<file path="src/rtl/r2b_pkg.sv">
// ----------------------------------------------------------------------------
// r2b_pkg
// Shared types and constants for the raster to 8x8 block splitter.
// ----------------------------------------------------------------------------
package r2b_pkg;

    // configuration port
    localparam int CFG_IDX_W  = 2;
    localparam int CFG_DATA_W = 13;
    localparam int IMG_W_BITS = 11;
    localparam int IMG_H_BITS = 13;

    localparam logic [CFG_IDX_W-1:0] REG_IMAGE_WIDTH  = CFG_IDX_W'(0);
    localparam logic [CFG_IDX_W-1:0] REG_IMAGE_HEIGHT = CFG_IDX_W'(1);

    localparam int RESET_SIZE = 64;
    localparam int MIN_SIZE   = 4;

    // grey = (sum * 683) >> 11, exact for sums below 2048
    localparam logic [20:0] DIV3_RECIP = 21'd683;
    localparam int          DIV3_SHIFT = 11;

    // block column index, wide enough for the largest supported row width
    localparam int COL_BLK_W = 10;

    // queue depths
    localparam int DESC_DEPTH = 4;
    localparam int OUT_DEPTH  = 4;
    localparam int OUT_CNT_W  = $clog2(OUT_DEPTH + 1);

    typedef struct packed {
        logic [7:0] red;
        logic [7:0] green;
        logic [7:0] blue;
    } t_pixel;

    typedef struct packed {
        logic [7:0] grey;
        logic       block_last;
        logic       frame_last;
    } t_block_pixel;

    // one finished block waiting for readout
    typedef struct packed {
        logic [COL_BLK_W-1:0] col_blk;   // block column (bx / 8)
        logic                 row_half;  // which half of the line store
        logic [3:0]           rows_used; // real rows in block, 1..8
        logic [3:0]           cols_used; // real columns in block, 1..8
        logic                 frame_end;
    } t_block_desc;

    typedef enum logic {
        BK_IDLE,
        BK_RUN
    } t_back_state;

endpackage

</file>
<file path="src/rtl/r2b_front.sv">
// ----------------------------------------------------------------------------
// r2b_front
// Pixel intake: grey conversion, raster counters, block completion detect.
// ----------------------------------------------------------------------------
module r2b_front import r2b_pkg::*; #(
    parameter int  MAX_WIDTH  = 1024,
    parameter int  MAX_HEIGHT = 4096,
    localparam int CW         = $clog2(MAX_WIDTH),
    localparam int RW         = ($clog2(MAX_HEIGHT) > 4) ? $clog2(MAX_HEIGHT) : 4,
    localparam int WW         = $clog2(MAX_WIDTH + 1),
    localparam int HW         = $clog2(MAX_HEIGHT + 1),
    localparam int ADDR_W     = 4 + CW
) (
    input  logic                  i_clk,
    input  logic                  i_rst_n,
    input  logic                  i_cfg_valid,
    input  logic [CFG_IDX_W-1:0]  i_cfg_index,
    input  logic [CFG_DATA_W-1:0] i_cfg_data,
    input  logic                  i_push,
    input  t_pixel                i_pixel,
    output logic                  o_full,
    output logic                  o_wr_en,
    output logic [ADDR_W-1:0]     o_wr_addr,
    output logic [7:0]            o_wr_data,
    output logic                  o_desc_push,
    output t_block_desc           o_desc,
    input  logic                  i_desc_full,
    input  logic                  i_back_busy
);

    localparam logic [WW-1:0] RST_WIDTH  =
        WW'((RESET_SIZE > MAX_WIDTH) ? MAX_WIDTH : RESET_SIZE);
    localparam logic [HW-1:0] RST_HEIGHT =
        HW'((RESET_SIZE > MAX_HEIGHT) ? MAX_HEIGHT : RESET_SIZE);

    function automatic logic [WW-1:0] clamp_width(input logic [IMG_W_BITS-1:0] v);
        logic [WW-1:0] res;
        if (int'(v) < MIN_SIZE) begin
            res = WW'(MIN_SIZE);
        end else if (int'(v) > MAX_WIDTH) begin
            res = WW'(MAX_WIDTH);
        end else begin
            res = WW'(v);
        end
        return res;
    endfunction

    function automatic logic [HW-1:0] clamp_height(input logic [IMG_H_BITS-1:0] v);
        logic [HW-1:0] res;
        if (int'(v) < MIN_SIZE) begin
            res = HW'(MIN_SIZE);
        end else if (int'(v) > MAX_HEIGHT) begin
            res = HW'(MAX_HEIGHT);
        end else begin
            res = HW'(v);
        end
        return res;
    endfunction

    logic [CW-1:0] r_col, n_col;
    logic [RW-1:0] r_row, n_row;
    logic [WW-1:0] r_width, n_width;     // effective (clamped) sizes
    logic [HW-1:0] r_height, n_height;

    logic          accept;
    logic          band_start;
    logic          col_last, row_last, col_end, row_end;
    logic          cfg_hit;
    logic [9:0]    sum;
    logic [20:0]   prod;
    logic [WW-1:0] cols_left;
    logic [HW-1:0] rows_left;

    // a new 8-row band overwrites the store half that pending blocks may read
    assign band_start = (r_col == '0) && (r_row[2:0] == 3'd0);
    assign o_full     = i_desc_full || (band_start && i_back_busy);
    assign accept     = i_push && !o_full;

    assign sum  = 10'(i_pixel.red) + 10'(i_pixel.green) + 10'(i_pixel.blue);
    assign prod = 21'(sum) * DIV3_RECIP;

    assign o_wr_en   = accept;
    assign o_wr_addr = {r_row[3:0], r_col};
    assign o_wr_data = prod[DIV3_SHIFT +: 8];

    assign col_last = (WW'(r_col) == r_width - WW'(1));
    assign row_last = (HW'(r_row) == r_height - HW'(1));
    assign col_end  = (r_col[2:0] == 3'd7) || col_last;
    assign row_end  = (r_row[2:0] == 3'd7) || row_last;

    assign cols_left = r_width - WW'(r_col & ~CW'(7));
    assign rows_left = r_height - HW'(r_row & ~RW'(7));

    assign o_desc_push       = accept && col_end && row_end;
    assign o_desc.col_blk    = COL_BLK_W'(r_col >> 3);
    assign o_desc.row_half   = r_row[3];
    assign o_desc.rows_used  = (rows_left > HW'(8)) ? 4'd8 : 4'(rows_left);
    assign o_desc.cols_used  = (cols_left > WW'(8)) ? 4'd8 : 4'(cols_left);
    assign o_desc.frame_end  = col_last && row_last;

    assign cfg_hit = i_cfg_valid &&
                     ((i_cfg_index == REG_IMAGE_WIDTH) || (i_cfg_index == REG_IMAGE_HEIGHT));

    always_comb begin
        n_col    = r_col;
        n_row    = r_row;
        n_width  = r_width;
        n_height = r_height;
        if (i_cfg_valid) begin
            unique case (i_cfg_index)
                REG_IMAGE_WIDTH: begin
                    n_width = clamp_width(i_cfg_data[IMG_W_BITS-1:0]);
                end
                REG_IMAGE_HEIGHT: begin
                    n_height = clamp_height(i_cfg_data[IMG_H_BITS-1:0]);
                end
                default: begin
                end
            endcase
        end
        // a write to the width or height register restarts the frame
        if (cfg_hit) begin
            n_col = '0;
            n_row = '0;
        end else if (accept) begin
            if (col_last) begin
                n_col = '0;
                n_row = row_last ? '0 : r_row + RW'(1);
            end else begin
                n_col = r_col + CW'(1);
            end
        end
    end

    always_ff @(posedge i_clk) begin
        if (!i_rst_n) begin
            r_col    <= '0;
            r_row    <= '0;
            r_width  <= RST_WIDTH;
            r_height <= RST_HEIGHT;
        end else begin
            r_col    <= n_col;
            r_row    <= n_row;
            r_width  <= n_width;
            r_height <= n_height;
        end
    end

endmodule

</file>
<file path="config.mk">
export PLATFORM = sky130hd
export DESIGN_NAME = r2b_front
export DESIGN_NICKNAME = d
export VERILOG_FILES = /design/src/rtl/r2b_pkg.sv /design/src/rtl/r2b_front.sv
export SDC_FILE = /design/constraint.sdc
export NUM_CORES = 1
export LEC_CHECK = 0
export BUFFER_PORTS_ARGS = -buffer_cell sky130_fd_sc_hd__buf_2
export CAP_MARGIN = 20
export CORE_MARGIN = 2
export CORE_UTILIZATION = 59
export CTS_CLUSTER_DIAMETER = 120
export CTS_CLUSTER_SIZE = 8
export DETAILED_ROUTE_END_ITERATION = 10
export PLACE_DENSITY = 0.82
export SLEW_MARGIN = 20
export SYNTH_ARGS = -nofsm -noshare
export SYNTH_HDL_FRONTEND = slang
export SYNTH_SLANG_ARGS = --single-unit
</file>
<file path="constraint.sdc">
create_clock -name i_clk -period 8.2 [get_ports i_clk]
set_input_delay 0.41 -clock i_clk [delete_from_list [all_inputs] [get_ports i_clk]]
set_output_delay 0.41 -clock i_clk [all_outputs]
set_load 0.01 [all_outputs]
</file>
==> Word-level counts from Yosys, hierarchy flattened <==
Index checks and enable logic that the tools add are counted.
{ "totals": {"latchBits": 0, "in_bits": 45, "elab_cells": 52, "reg_bits": 46, "memories": 0, "mem_bits_ro": 0, "output_inout_bits": 45, "ramBits": 0} }
{ "classes": {"mul": 1, "bitwise_logic": 1, "add_sub_neg": 8, "n_mux": 8, "n_reduce_logical": 19, "n_lt_le_gt_ge": 6, "eq_ne": 5, "n_shift": 0, "div_mod_pow": 0} }
{ "ops": {"columns": ["operator", "n"], "rows": [
  ["2-to-1 mux 13 bit", 2],
  ["2-to-1 mux 11 bit", 2],
  ["multiplier 10 x 10 -> 19 bit, second input constant", 1],
  ["equality test 12 x 13 -> 1 bit", 1],
  ["> comparator 13 bit, second input constant", 1],
  ["> comparator 13 x 4 -> 1 bit, second input constant", 1],
  ["less-than comparator 13 x 3 -> 1 bit, second input constant", 1],
  ["subtractor 13 x 1 -> 13 bit, second input constant", 1],
  ["subtractor 13 x 12 -> 13 bit", 1],
  ["adder 12 x 1 -> 12 bit, second input constant", 1],
  ["2-to-1 mux 12 bit", 1],
  ["equality test 10 x 11 -> 1 bit", 1],
  ["> comparator 11 bit, second input constant", 1],
  ["> comparator 11 x 4 -> 1 bit, second input constant", 1],
  ["less-than comparator 11 x 3 -> 1 bit, second input constant", 1],
  ["subtractor 11 x 1 -> 11 bit, second input constant", 1],
  ["subtractor 11 x 10 -> 11 bit", 1],
  ["adder 10 x 1 -> 10 bit, second input constant", 1],
  ["adder 9 x 8 -> 10 bit", 1],
  ["logical NOT 10 bit", 1],
  ["2-to-1 mux 10 bit", 1],
  ["adder 8 x 8 -> 9 bit", 1],
  ["2-to-1 mux 4 bit", 2],
  ["logical AND 1 bit", 7],
  ["9 further kinds", 15]
]} }

==> Logic depth before layout (Yosys ltp) <==
Gate-level depths: netlist of run 1.
{ "depth": {"depth_word": 8, "mapped_depth": 28, "ltp_nobuf": 28} }

==> Least setup slack after synthesis of run 1 <==
No wires, ideal clock.
{ "synth_timing": {"kind": "input-to-output", "startpoint": "in i_pixel[1] (netlist bit)", "endpoint": "out o_wr_data[7]", "slack_ns": 1.820, "path_stages": 27, "arrival_ns": 5.970, "path_cell_list": "inv_1 > fa_1 > inv_1 > ha_1 > inv_1 > fa_1 > nor2b_1 > o31a_1 > nor2_1 > nor2b_1 > nor2_1 > xor2_1 > xnor2_1 > ha_1 > fa_1 > fa_1 > inv_1 > fa_1 > inv_1 > ha_1 > nor4_1 > o211ai_1 > o22ai_1 > o211ai_1 > a31o_2 > a21oi_1 > xnor2_1"} }
{ "synth_via": {"elab_chain_len": 2} }
{ "synth_rtl": {"columns": ["item", "line_no", "text"], "rows": [
  ["from (decl)", "r2b_front.sv:20", "input t_pixel i_pixel,"],
  ["adder 9 x 8 -> 10 bit", "r2b_front.sv:79", "assign sum = 10'(i_pixel.red) + 10'(i_pixel.green) + 10'(i_pixel.blue);"],
  ["multiplier 10 x 10 -> 19 bit", "r2b_front.sv:80", "assign prod = 21'(sum) * DIV3_RECIP;"],
  ["to (decl)", "r2b_front.sv:24", "output logic [7:0] o_wr_data,"]
]} }
No other way between the ends.

==> Final worst setup path of run 1 <==
Same ends and word-level chain as after synthesis.

==> results.txt, run 1 <==
----------------------------------------------------
[Flow run]
  Maxcap violations ... 0

[Yosys]
  Asr flop ratio synth ... 0%
  Unique cell type count in the Yosys netlist ... between 60 and 70
  Area share of the leading cell type in the synthesized netlist ... around 18%
  Average instance area after synthesis ... 8.29 µm²
  Post-synth design cell area ... approximately 6000 µm²
  Most used flip-flop cell after synthesis ... dfxtp_1
  Gate Count Post-Synth ... roughly 710
  Portion of the post-synthesis area used by sequential elements ... roughly 16%
  Synth warn ... 0
  Ranking of synthesized cells by area ... ha_1 18%, dfxtp_1 16%, fa_1 11%
  EDFF count, synth ... 0
  Flip-flop and latch count after synthesis ... 46
  Top cell type by total area after synthesis ... ha_1

[Final layout]
  Syn-to-layout area delta ... 8.53%
  Area used by sequential logic in the layout ... about 920 µm²
  Total area of multi-input combinational cells ... between 4000 and 5000 µm²
  Commonest cells after routing, fill and taps aside ... 87 x inv_1, 87 x ha_1, 86 x buf_2
  Final net count ... 941
  Filler cells ... ~840
  Number of antenna diodes ... 0
  Share of final-layout standard cells stronger than drive strength 1 ... ~14%
  Final standard cell utilization of the core ... 65.9%
  Post-Layout Inst Area ... roughly 6400 µm²

[Global routing]
  Most Used Layer, Global Route ... met2
  Global-route wire length before repair ... between 20000 and 25000 µm
  Number of global-route vias before repair ... ~5000
  GR Util met3 ... 2.82%
  Congestion Overflow GR ... 0
  Number of antenna violations at the first check in global routing ... 0
  Largest net degree at the start of global routing ... 26
  Met1 usage ... a little under a third
  Total Routing Usage GR ... 25.3%
  Met2 Track Usage GR ... 47.2%

[Setup path]
  Worst-case reg-to-reg path depth ... 9
  Beginning of the critical path ... i_pixel[1]
  R2R Setup Slk ... about 4.9 ns
  Top Family by Delay on Critical Path ... adder cells
  Worst Path Required ... slightly below 8 ns
  Cell depth of the worst setup path ... 29
  Largest fanout on the critical path ... 4
  Critical path endpoint ... o_wr_data[7]
  Category of the worst setup path capture point ... output pin
  Startpoint of the most critical register-to-register path ... r_width[0]$_SDFFE_PN0P_
  Crit path DAT ... 6.57 ns
  Critical register-to-register path endpoint ... r_row[0]$_SDFFE_PP0P_
  Critical path's slowest cell ... fa_1
  Crit Path Category ... in -> out
  Bufs and invs on worst path ... 7
  Worst path max stage delay ... 0.55 ns
  Kind of start point of the critical path ... input port

[Routing]
  Final antenna-violating net count ... 0
  Detailed router's first-iteration violation count ... 293
  Remaining routing DRC violations ... 0
  Total Routed Length ... 13800 µm
  Routed wire per std cell ... around 15 µm
  DR pass1 iterations ... 5
  Overall via count from detail_route ... 5294
  Vias per cell ... slightly below 6

[Clock network]
  Cell chosen for the clock root ... clkbuf_8
  Num CTS Buffers ... 5
  Clock tree from TritonCTS ... built
  H-tree depth ... 2
  Post-cts repair resize count ... 0
  Max clock buf depth ... 2
  Source-to-sink clock delay at the later pin of the worst-skew pair ... 0.31 ns
  Clock-pin slew of the registers on the worst-case setup and hold paths ... 0.08 ns
  Setup repair bufs after CTS ... 0
  Hold-fix buffers, CTS ... 0
  Clock sink count ... 46

[Timing]
  Setup TNS ... 0 ns
  Worst-Margin Slew ... 1.02 ns
  Remaining max-slew budget at the tightest pin ... 30.7%
  Minimum clock period ... between 6 and 7 ns
  RSZ-0062 raised after global routing ... false
  Worst clock skew on the final layout ... ~0.013 ns
  Max-slew violation total from the final report ... 0
  Hold violation total from the final report ... 0
  Fmax achieved ... between 0.1 and 0.15 GHz
  Part of the cycle the worst path needs ... between 80 and 90%
  Setup violators final ... 0

[Floorplan]
  Number of top-level pins ... 90
  # rows ... 36
  Die Height ... ~100 µm
  Width of the die ... 104 µm
  Initial core utilization ... between 60% and 70%
  Placeable core region ... 9730 µm²
  Area of the die ... roughly 11000 µm²

[Place]
  Placed wire-length estimate ... around 11000 µm
  Port Buffers ... 86
  Area post-placement ... roughly 6300 µm²
  Final Wtd Congestion ... roughly 0.93

[Run status]
  Run status ... finished clean

[Worst hold path]
  Worst min-delay path category ... in -> reg

----------------------------------------------------
-- metal layers --
layer  vias up  part of all wire [%]  wire, µm
li1       2610                     -         -
met1      2500                    42      5760
met2       158                    52      7230
met3        26                   4.0       560
met4         0                   2.1       296
met5         -                     0         0
-- flip-flops by register name, indices dropped and copies added, names as in the netlist --
name and cells:
r_height 13, r_row 12, r_width 11, r_col 10
-- worst reg2reg max path, cell delays in order, from the launching register on --
cell and delay (ns):
dfxtp_1 0.39, inv_1 0.11, ha_1 0.29, or4b_4 0.53, o21a_1 0.20, nor4_2 0.33, nand4bb_1 0.38, or3_1 0.54
and2_1 0.23, mux2_2 0.27
-- through the flow --
stage          instances  setup WS [ns]  hold WS, ns
6_report             910           1.22        0.379
5_1_grt              910          0.791        0.398
4_1_cts              910           1.18        0.361
3_5_place_dp         903           1.21        0.516
3_3_place_gp         903           1.32        0.499
2_1_floorplan        715           1.82        0.470
-- cells in the mapped netlist, types with 10 or more instances --
library cell and instances:
nor2_1 48, nor4_1 12, xnor2_1 44, nand2_1 35, a21oi_1 27, o21ai_0 21, nor3_1 23, xor2_1 18
dfxtp_1 46, nor2b_1 24, inv_1 87, nand3_1 21, and2_1 10, a22oi_1 10, ha_1 87, fa_1 32
buf_4 15, nand4_1 11, clkbuf_1 12
-- kinds of logic after synthesis --
| family | Yosys count | synth area share [%] |
|---|---|---|
| adder cells (fa/ha/maj) | 119 | 29.3 |
| other | 1 | 0.0635 |
| XOR/XNOR | 62 | 9.19 |
| buffers and inverters | 118 | 8.64 |
| AO/OA/AOI/OAI | 127 | 14.8 |
| flip-flops | 46 | 15.6 |
| AND/OR/NAND/NOR | 236 | 21.7 |
| multiplexers | 4 | 0.699 |
-- worst min-delay path by stage --
stage                                    from                         to  slack, ns  cells past startpoint
finish                          i_cfg_data[6]   r_height[6]$_SDFFE_PN1P_       0.38                      3
global route                    i_cfg_data[6]   r_height[6]$_SDFFE_PN1P_       0.40                      3
CTS                             i_cfg_data[6]   r_height[6]$_SDFFE_PN1P_       0.36                      3
detailed placement  r_height[12]$_SDFFE_PN0P_  r_height[12]$_SDFFE_PN0P_       0.52                      2
global placement    r_height[12]$_SDFFE_PN0P_  r_height[12]$_SDFFE_PN0P_       0.50                      2
floorplan           r_height[12]$_SDFFE_PN0P_  r_height[12]$_SDFFE_PN0P_       0.47                      2
-- final cells by class --
cell class                      count  area share, %
Timing Repair Buffer               86           6.71
Multi-Input combinational cell    551           70.0
Clock inverter                      2          0.156
Inverter                           87           5.09
Clock buffer                        5           1.07
Tap cell                          133           2.60
Sequential cell                    46           14.4
Power of run 1 is left out: the tool's default activity adds up to more than one toggle a clock period on the data nets, which glitch-free logic cannot reach.
==> inputs of run 2 (changes only) <==
--- a/config.mk
+++ b/config.mk
@@ -7,7 +7,6 @@
 export LEC_CHECK = 0
 export BUFFER_PORTS_ARGS = -buffer_cell sky130_fd_sc_hd__buf_2
 export CAP_MARGIN = 20
-export CORE_MARGIN = 2
 export CORE_UTILIZATION = 59
 export CTS_CLUSTER_DIAMETER = 120
 export CTS_CLUSTER_SIZE = 8
==> run 2 against run 1 <==
Effect of this change: first-iteration DRC count decreased by 5.8%; maximum frequency decreased by 1.2%; die area decreased by 3.8%; flip-flop and latch count unchanged; routed wire length increased by 1.5%; worst setup slack got worse by 0.086 ns; global-route usage increased by 2.8 points; cell count unchanged; hold slack got worse by 0.015 ns; core utilization increased by 0.35 points; register-to-register slack improved by 0.04 ns; final area increased by 0.53%; critical endpoint unchanged.
==> results.txt, run 2 (synthesis gave the netlist of run 1 again) <==
----------------------------------------------------
[Global routing]
  Global-route wire length before repair ... 23300 µm (+1.1%)
  Number of global-route vias before repair ... 5151 (+1.1%)
  Number of antenna violations at the first check in global routing ... 0 (unchanged)
  Met2 Track Usage GR ... 51.0% (+3.8 points)
  Most Used Layer, Global Route ... met2
  Total Routing Usage GR ... 28.1% (+2.8 points)
  Met1 usage ... 33.7% (+3.3 points)
  GR Util met3 ... 2.94% (+0.12 points)
  Congestion Overflow GR ... 0 (unchanged)
  Largest net degree at the start of global routing ... 26 (unchanged)

[Place]
  Port Buffers ... 86 (unchanged)
  Final Wtd Congestion ... 0.907 (-2.2%)
  Placed wire-length estimate ... 11500 µm (+0.28%)

[Clock network]
  Cell chosen for the clock root ... clkbuf_8
  Post-cts repair resize count ... 0 (unchanged)
  Source-to-sink clock delay at the later pin of the worst-skew pair ... 0.31 ns (about the same)
  Clock sink count ... 46 (unchanged)
  Num CTS Buffers ... 5 (unchanged)
  Clock tree from TritonCTS ... built
  Hold-fix buffers, CTS ... 0 (unchanged)
  H-tree depth ... 2 (unchanged)
  Clock-pin slew of the registers on the worst-case setup and hold paths ... 0.08 ns (about the same)
  Setup repair bufs after CTS ... 0 (unchanged)
  Max clock buf depth ... 2 (unchanged)

[Setup path]
  Critical path endpoint ... o_wr_data[7]
  Critical path's slowest cell ... fa_1
  Largest fanout on the critical path ... 4 (unchanged)
  Kind of start point of the critical path ... input port
  Critical register-to-register path endpoint ... r_row[0]$_SDFFE_PP0P_
  Crit Path Category ... in -> out
  Worst Path Required ... 7.79 ns (about the same)
  Category of the worst setup path capture point ... output pin
  R2R Setup Slk ... 4.89 ns (+0.04 ns)
  Crit path DAT ... 6.65 ns (+0.08 ns)
  Startpoint of the most critical register-to-register path ... r_width[0]$_SDFFE_PN0P_
  Beginning of the critical path ... i_pixel[1]
  Worst path max stage delay ... 0.54 ns (about the same)
  Worst-case reg-to-reg path depth ... 9 (unchanged)

[Final layout]
  Most flops, register ... r_height
  Total area of multi-input combinational cells ... 4490 µm² (unchanged)
  Final net count ... 941 (unchanged)
  Regs by FF count ... r_height x13, r_row x12, r_width x11
  Number of flip-flops in the largest register ... 13 (unchanged)
  Filler cells ... 860 (+2.7%)
  Area used by sequential logic in the layout ... 921 µm² (unchanged)
  Share of final-layout standard cells stronger than drive strength 1 ... 13.6% (unchanged)
  Number of antenna diodes ... 0 (unchanged)
  Commonest cells after routing, fill and taps aside ... 87 x inv_1, 87 x ha_1, 86 x buf_2
  Syn-to-layout area delta ... 9.11%

[Timing]
  RSZ-0062 raised after global routing ... false
  Setup TNS ... 0 ns (unchanged)
  Max-slew violation total from the final report ... 0 (unchanged)
  Worst-Margin Slew ... 0.928 ns (-0.0959 ns)
  Minimum clock period ... 7.06 ns (+0.0858 ns)
  Worst clock skew on the final layout ... 0.00746 ns (-0.00544 ns)
  Remaining max-slew budget at the tightest pin ... 37.2% (+6.5 points)
  Fmax achieved ... 0.142 GHz (-1.2%)
  Hold violation total from the final report ... 0 (unchanged)
  Part of the cycle the worst path needs ... 86.1% (+1.0 points)
  Setup violators final ... 0 (unchanged)

[Routing]
  Routed wire per std cell ... 15.4 µm (+1.5%)
  Remaining routing DRC violations ... 0 (unchanged)
  Total Routed Length ... 14000 µm (+1.5%)
  Detailed router's first-iteration violation count ... 276 (-5.8%)
  Final antenna-violating net count ... 0 (unchanged)
  Vias per cell ... 5.86 (+0.70%)
  DR pass1 iterations ... 7 (+2)
  Overall via count from detail_route ... 5331 (+0.70%)

[Worst hold path]
  Worst min-delay path category ... in -> reg
  Min-delay src ... i_cfg_data[6]

[Floorplan]
  # rows ... 36 (unchanged)
  Width of the die ... 102 µm (-1.9%)
  Area of the die ... 10400 µm² (-3.8%)
  Placeable core region ... 9730 µm² (unchanged)
  Initial core utilization ... 60.7% (unchanged)
  Die Height ... 102 µm (-1.9%)
  Number of top-level pins ... 90 (unchanged)

[Run status]
  Run status ... finished clean

[Flow run]
  Maxcap violations ... 0 (unchanged)

----------------------------------------------------
==> run 2: worst min-delay path by stage <==
stage                                      to  slack [ns]  cells past startpoint
finish               r_height[6]$_SDFFE_PN1P_        0.36                      3
global route         r_height[6]$_SDFFE_PN1P_        0.39                      3
CTS                  r_height[6]$_SDFFE_PN1P_        0.36                      3
detailed placement  r_height[12]$_SDFFE_PN0P_        0.51                      2
global placement    r_height[12]$_SDFFE_PN0P_        0.50                      2
floorplan           r_height[12]$_SDFFE_PN0P_        0.47                      2
==> run 2: area by class of cell <==
type	count	area share, %
Timing Repair Buffer	86	6.68
Tap cell	133	2.58
Clock inverter	1	0.466
Clock buffer	6	1.28
Inverter	87	5.07
Multi-Input combinational cell	551	69.6
Sequential cell	46	14.3
==> run 2: layer usage <==
layer	up-vias	routed length, µm
met2	142	7350
met3	33	455
met5	-	0
li1	2612	-
met1	2544	5870
met4	0	378
==> run 2: through the flow <==
step	utilization (%)	std cells	worst slack (ns)	hold slack (ns)	cell area (µm²)
floorplan	-	715	1.82	0.470	5920
global placement	65.0	903	1.34	0.498	6330
detailed placement	65.0	903	1.13	0.510	6330
CTS	66.2	910	1.11	0.359	6440
global route	66.3	910	0.685	0.387	6450
finish	66.3	910	1.14	0.364	6450
==> run 2: critical path: cells and delay by family <==
family | cells | cell delay (ns)
adders and majority gates | 8 | 2.95
AOI/OAI and AO/OA | 6 | 1.41
xor gates and xnor gates | 3 | 0.73
and+or+nand+nor | 5 | 0.67
buffers and inverters | 7 | 0.45
Power of run 2 is left out for the same reason.
==> inputs of run 3 (changes only) <==
--- a/config.mk
+++ b/config.mk
@@ -5,13 +5,14 @@
 export SDC_FILE = /design/constraint.sdc
 export NUM_CORES = 1
 export LEC_CHECK = 0
+export ABC_CLOCK_PERIOD_IN_PS = 8510
 export BUFFER_PORTS_ARGS = -buffer_cell sky130_fd_sc_hd__buf_2
 export CAP_MARGIN = 20
-export CORE_UTILIZATION = 59
+export CORE_UTILIZATION = 64
 export CTS_CLUSTER_DIAMETER = 120
 export CTS_CLUSTER_SIZE = 8
 export DETAILED_ROUTE_END_ITERATION = 10
-export PLACE_DENSITY = 0.82
+export PLACE_DENSITY = 0.88
 export SLEW_MARGIN = 20
 export SYNTH_ARGS = -nofsm -noshare
 export SYNTH_HDL_FRONTEND = slang
==> constraint.sdc (replaced) <==
create_clock -name i_clk -period 8.51 [get_ports i_clk]
set_input_delay 0.4255 -clock i_clk [delete_from_list [all_inputs] [get_ports i_clk]]
set_output_delay 0.4255 -clock i_clk [all_outputs]
set_load 0.01 [all_outputs]
==> run 3 against run 2 <==
Effect of this change: the run now ends with design-rule violations left; register-to-register slack improved by 0.28 ns; clock skew increased by 0.0060 ns; flip-flop and latch count unchanged; final area decreased by 0.52%; largest cell class unchanged.
==> results.txt, run 3 (synthesis gave the netlist of run 1 again) <==
----------------------------------------------------
[Routing]
  Remaining routing DRC violations ... 8 (+8)
  Overall via count from detail_route ... 5416 (+1.6%)
  Detailed router's first-iteration violation count ... 290 (+5.1%)
  Total Routed Length ... 14400 µm (+2.2%)
  DR pass1 iterations ... 8 (+1)
  Routed wire per std cell ... 16.2 µm (+5.0%)
  Final antenna-violating net count ... 0 (unchanged)
  Vias per cell ... 6.11 (+4.3%)

[Setup path]
  Crit path DAT ... 6.64 ns (about the same)
  Worst Path Required ... 8.08 ns (+0.29 ns)
  Worst path max stage delay ... 0.55 ns (about the same)
  Category of the worst setup path capture point ... output pin
  Largest fanout on the critical path ... 4 (unchanged)
  Bufs and invs on worst path ... 7 (unchanged)
  Top Family by Delay on Critical Path ... adder cells
  Critical path's slowest cell ... fa_1
  Kind of start point of the critical path ... input port
  Crit Path Category ... in -> out

[Timing]
  Hold violation total from the final report ... 0 (unchanged)
  Setup TNS ... 0 ns (unchanged)
  Fmax achieved ... approximately 0.14 GHz
  Minimum clock period ... 7.07 ns
  Worst clock skew on the final layout ... 0.0134 ns (+0.00597 ns)
  Remaining max-slew budget at the tightest pin ... 37.1% (-0.096 points)
  Setup violators final ... 0 (unchanged)
  Max-slew violation total from the final report ... 0 (unchanged)
  RSZ-0062 raised after global routing ... false
  Part of the cycle the worst path needs ... a little over 80%
  Worst-Margin Slew ... 0.944 ns (+0.0161 ns)

[Floorplan]
  Die Height ... 98.1 µm (-3.9%)
  Number of top-level pins ... 90 (unchanged)
  # rows ... 34 (-5.6%)
  Placeable core region ... 8850 µm² (-9.1%)
  Width of the die ... 98.1 µm (-3.9%)
  Area of the die ... 9620 µm² (-7.7%)
  Initial core utilization ... 66.8% (+6.0 points)

[Clock network]
  Post-cts repair resize count ... 0 (unchanged)
  Setup repair bufs after CTS ... 0 (unchanged)
  Hold-fix buffers, CTS ... 0 (unchanged)
  Source-to-sink clock delay at the later pin of the worst-skew pair ... 0.31 ns (about the same)
  Clock tree from TritonCTS ... built
  Clock-pin slew of the registers on the worst-case setup and hold paths ... 0.09 ns (about the same)
  Num CTS Buffers ... 5 (unchanged)
  Max clock buf depth ... 2 (unchanged)
  H-tree depth ... 2 (unchanged)
  Cell chosen for the clock root ... clkbuf_8
  Clock sink count ... 46 (unchanged)

[Global routing]
  Number of global-route vias before repair ... 5372 (+4.3%)
  Total Routing Usage GR ... 30.9% (+2.9 points)
  Congestion Overflow GR ... 0 (unchanged)
  Number of antenna violations at the first check in global routing ... 0 (unchanged)
  Global-route wire length before repair ... 24400 µm (+4.7%)
  Largest net degree at the start of global routing ... 26 (unchanged)

[Final layout]
  Number of antenna diodes ... 0 (unchanged)
  Final net count ... 941 (unchanged)
  Most flops, register ... r_height
  Filler cells ... 653 (-24%)
  Number of flip-flops in the largest register ... 13 (unchanged)
  Share of final-layout standard cells stronger than drive strength 1 ... 13.6% (-0.018 points)
  Regs by FF count ... r_height x13, r_row x12, r_width x11
  Syn-to-layout area delta ... 8.53%
  Commonest cells after routing, fill and taps aside ... 87 x inv_1, 87 x ha_1, 86 x buf_2

[Place]
  Port Buffers ... 86 (unchanged)
  Placed wire-length estimate ... 11800 µm (+2.6%)
  Final Wtd Congestion ... 0.931 (+2.7%)

[Run status]
  Violations in the final reports ... design-rule violations
  Run status ... finished with violations

[Worst hold path]
  Worst min-delay path category ... in -> reg

[Flow run]
  Maxcap violations ... 0 (unchanged)

----------------------------------------------------
[run 3: changes by cell type in the layout (fill, tap and decap cells not counted), sizes merged]
| cell | change |
|---|---|
| clkinvlp | +1 |
[run 3: layout make-up]
class	count	area [µm²]	area share, %
Timing Repair Buffer	86	430	6.71
Inverter	87	327	5.09
Sequential cell	46	921	14.4
Multi-Input combinational cell	551	4490	70.0
Clock inverter	2	37.5	0.585
Tap cell	108	135	2.11
Clock buffer	6	72.6	1.13
[run 3: metal layers]
metal | vias up | track usage (%) | wire length (µm)
met2 | 198 | 55.1 | 7110
met5 | - | 0 | 0
met3 | 36 | 4.08 | 745
li1 | 2612 | - | -
met1 | 2570 | 38.2 | 6160
met4 | 0 | 10.7 | 340
[run 3: worst reg2reg max path, cell delays in order, from the launching register on]
cell	delay, ns
dfxtp_1	0.40
inv_1	0.11
ha_1	0.29
or4b_4	0.52
o21a_1	0.19
nor4_2	0.31
nand4bb_1	0.35
or3_1	0.54
and2_1	0.25
mux2_2	0.26
[run 3: worst paths after layout]
path | startpoint | end | slack [ns] | depth (start not counted)
setup / recovery | i_pixel[9] | o_wr_data[7] | 1.44 | 29
hold / removal | i_cfg_data[6] | r_width[6]$_SDFFE_PN1P_ | 0.38 | 3
hold reg to reg | r_height[12]$_SDFFE_PN0P_ | r_height[12]$_SDFFE_PN0P_ | 0.54 | 2
setup reg to reg | r_width[0]$_SDFFE_PN0P_ | r_row[0]$_SDFFE_PP0P_ | 5.17 | 9
[run 3: through the flow]
step	hold WS, ns	cells	area [µm²]	worst slack [ns]	util [%]
6_report	0.385	886	6410	1.44	72.5
5_1_grt	0.397	886	6410	1.07	72.5
4_1_cts	0.379	886	6410	1.43	72.4
3_5_place_dp	0.521	878	6300	1.47	71.2
3_3_place_gp	0.510	878	6300	1.69	71.2
2_1_floorplan	0.470	715	5920	2.10	-
Power of run 3 is left out for the same reason.
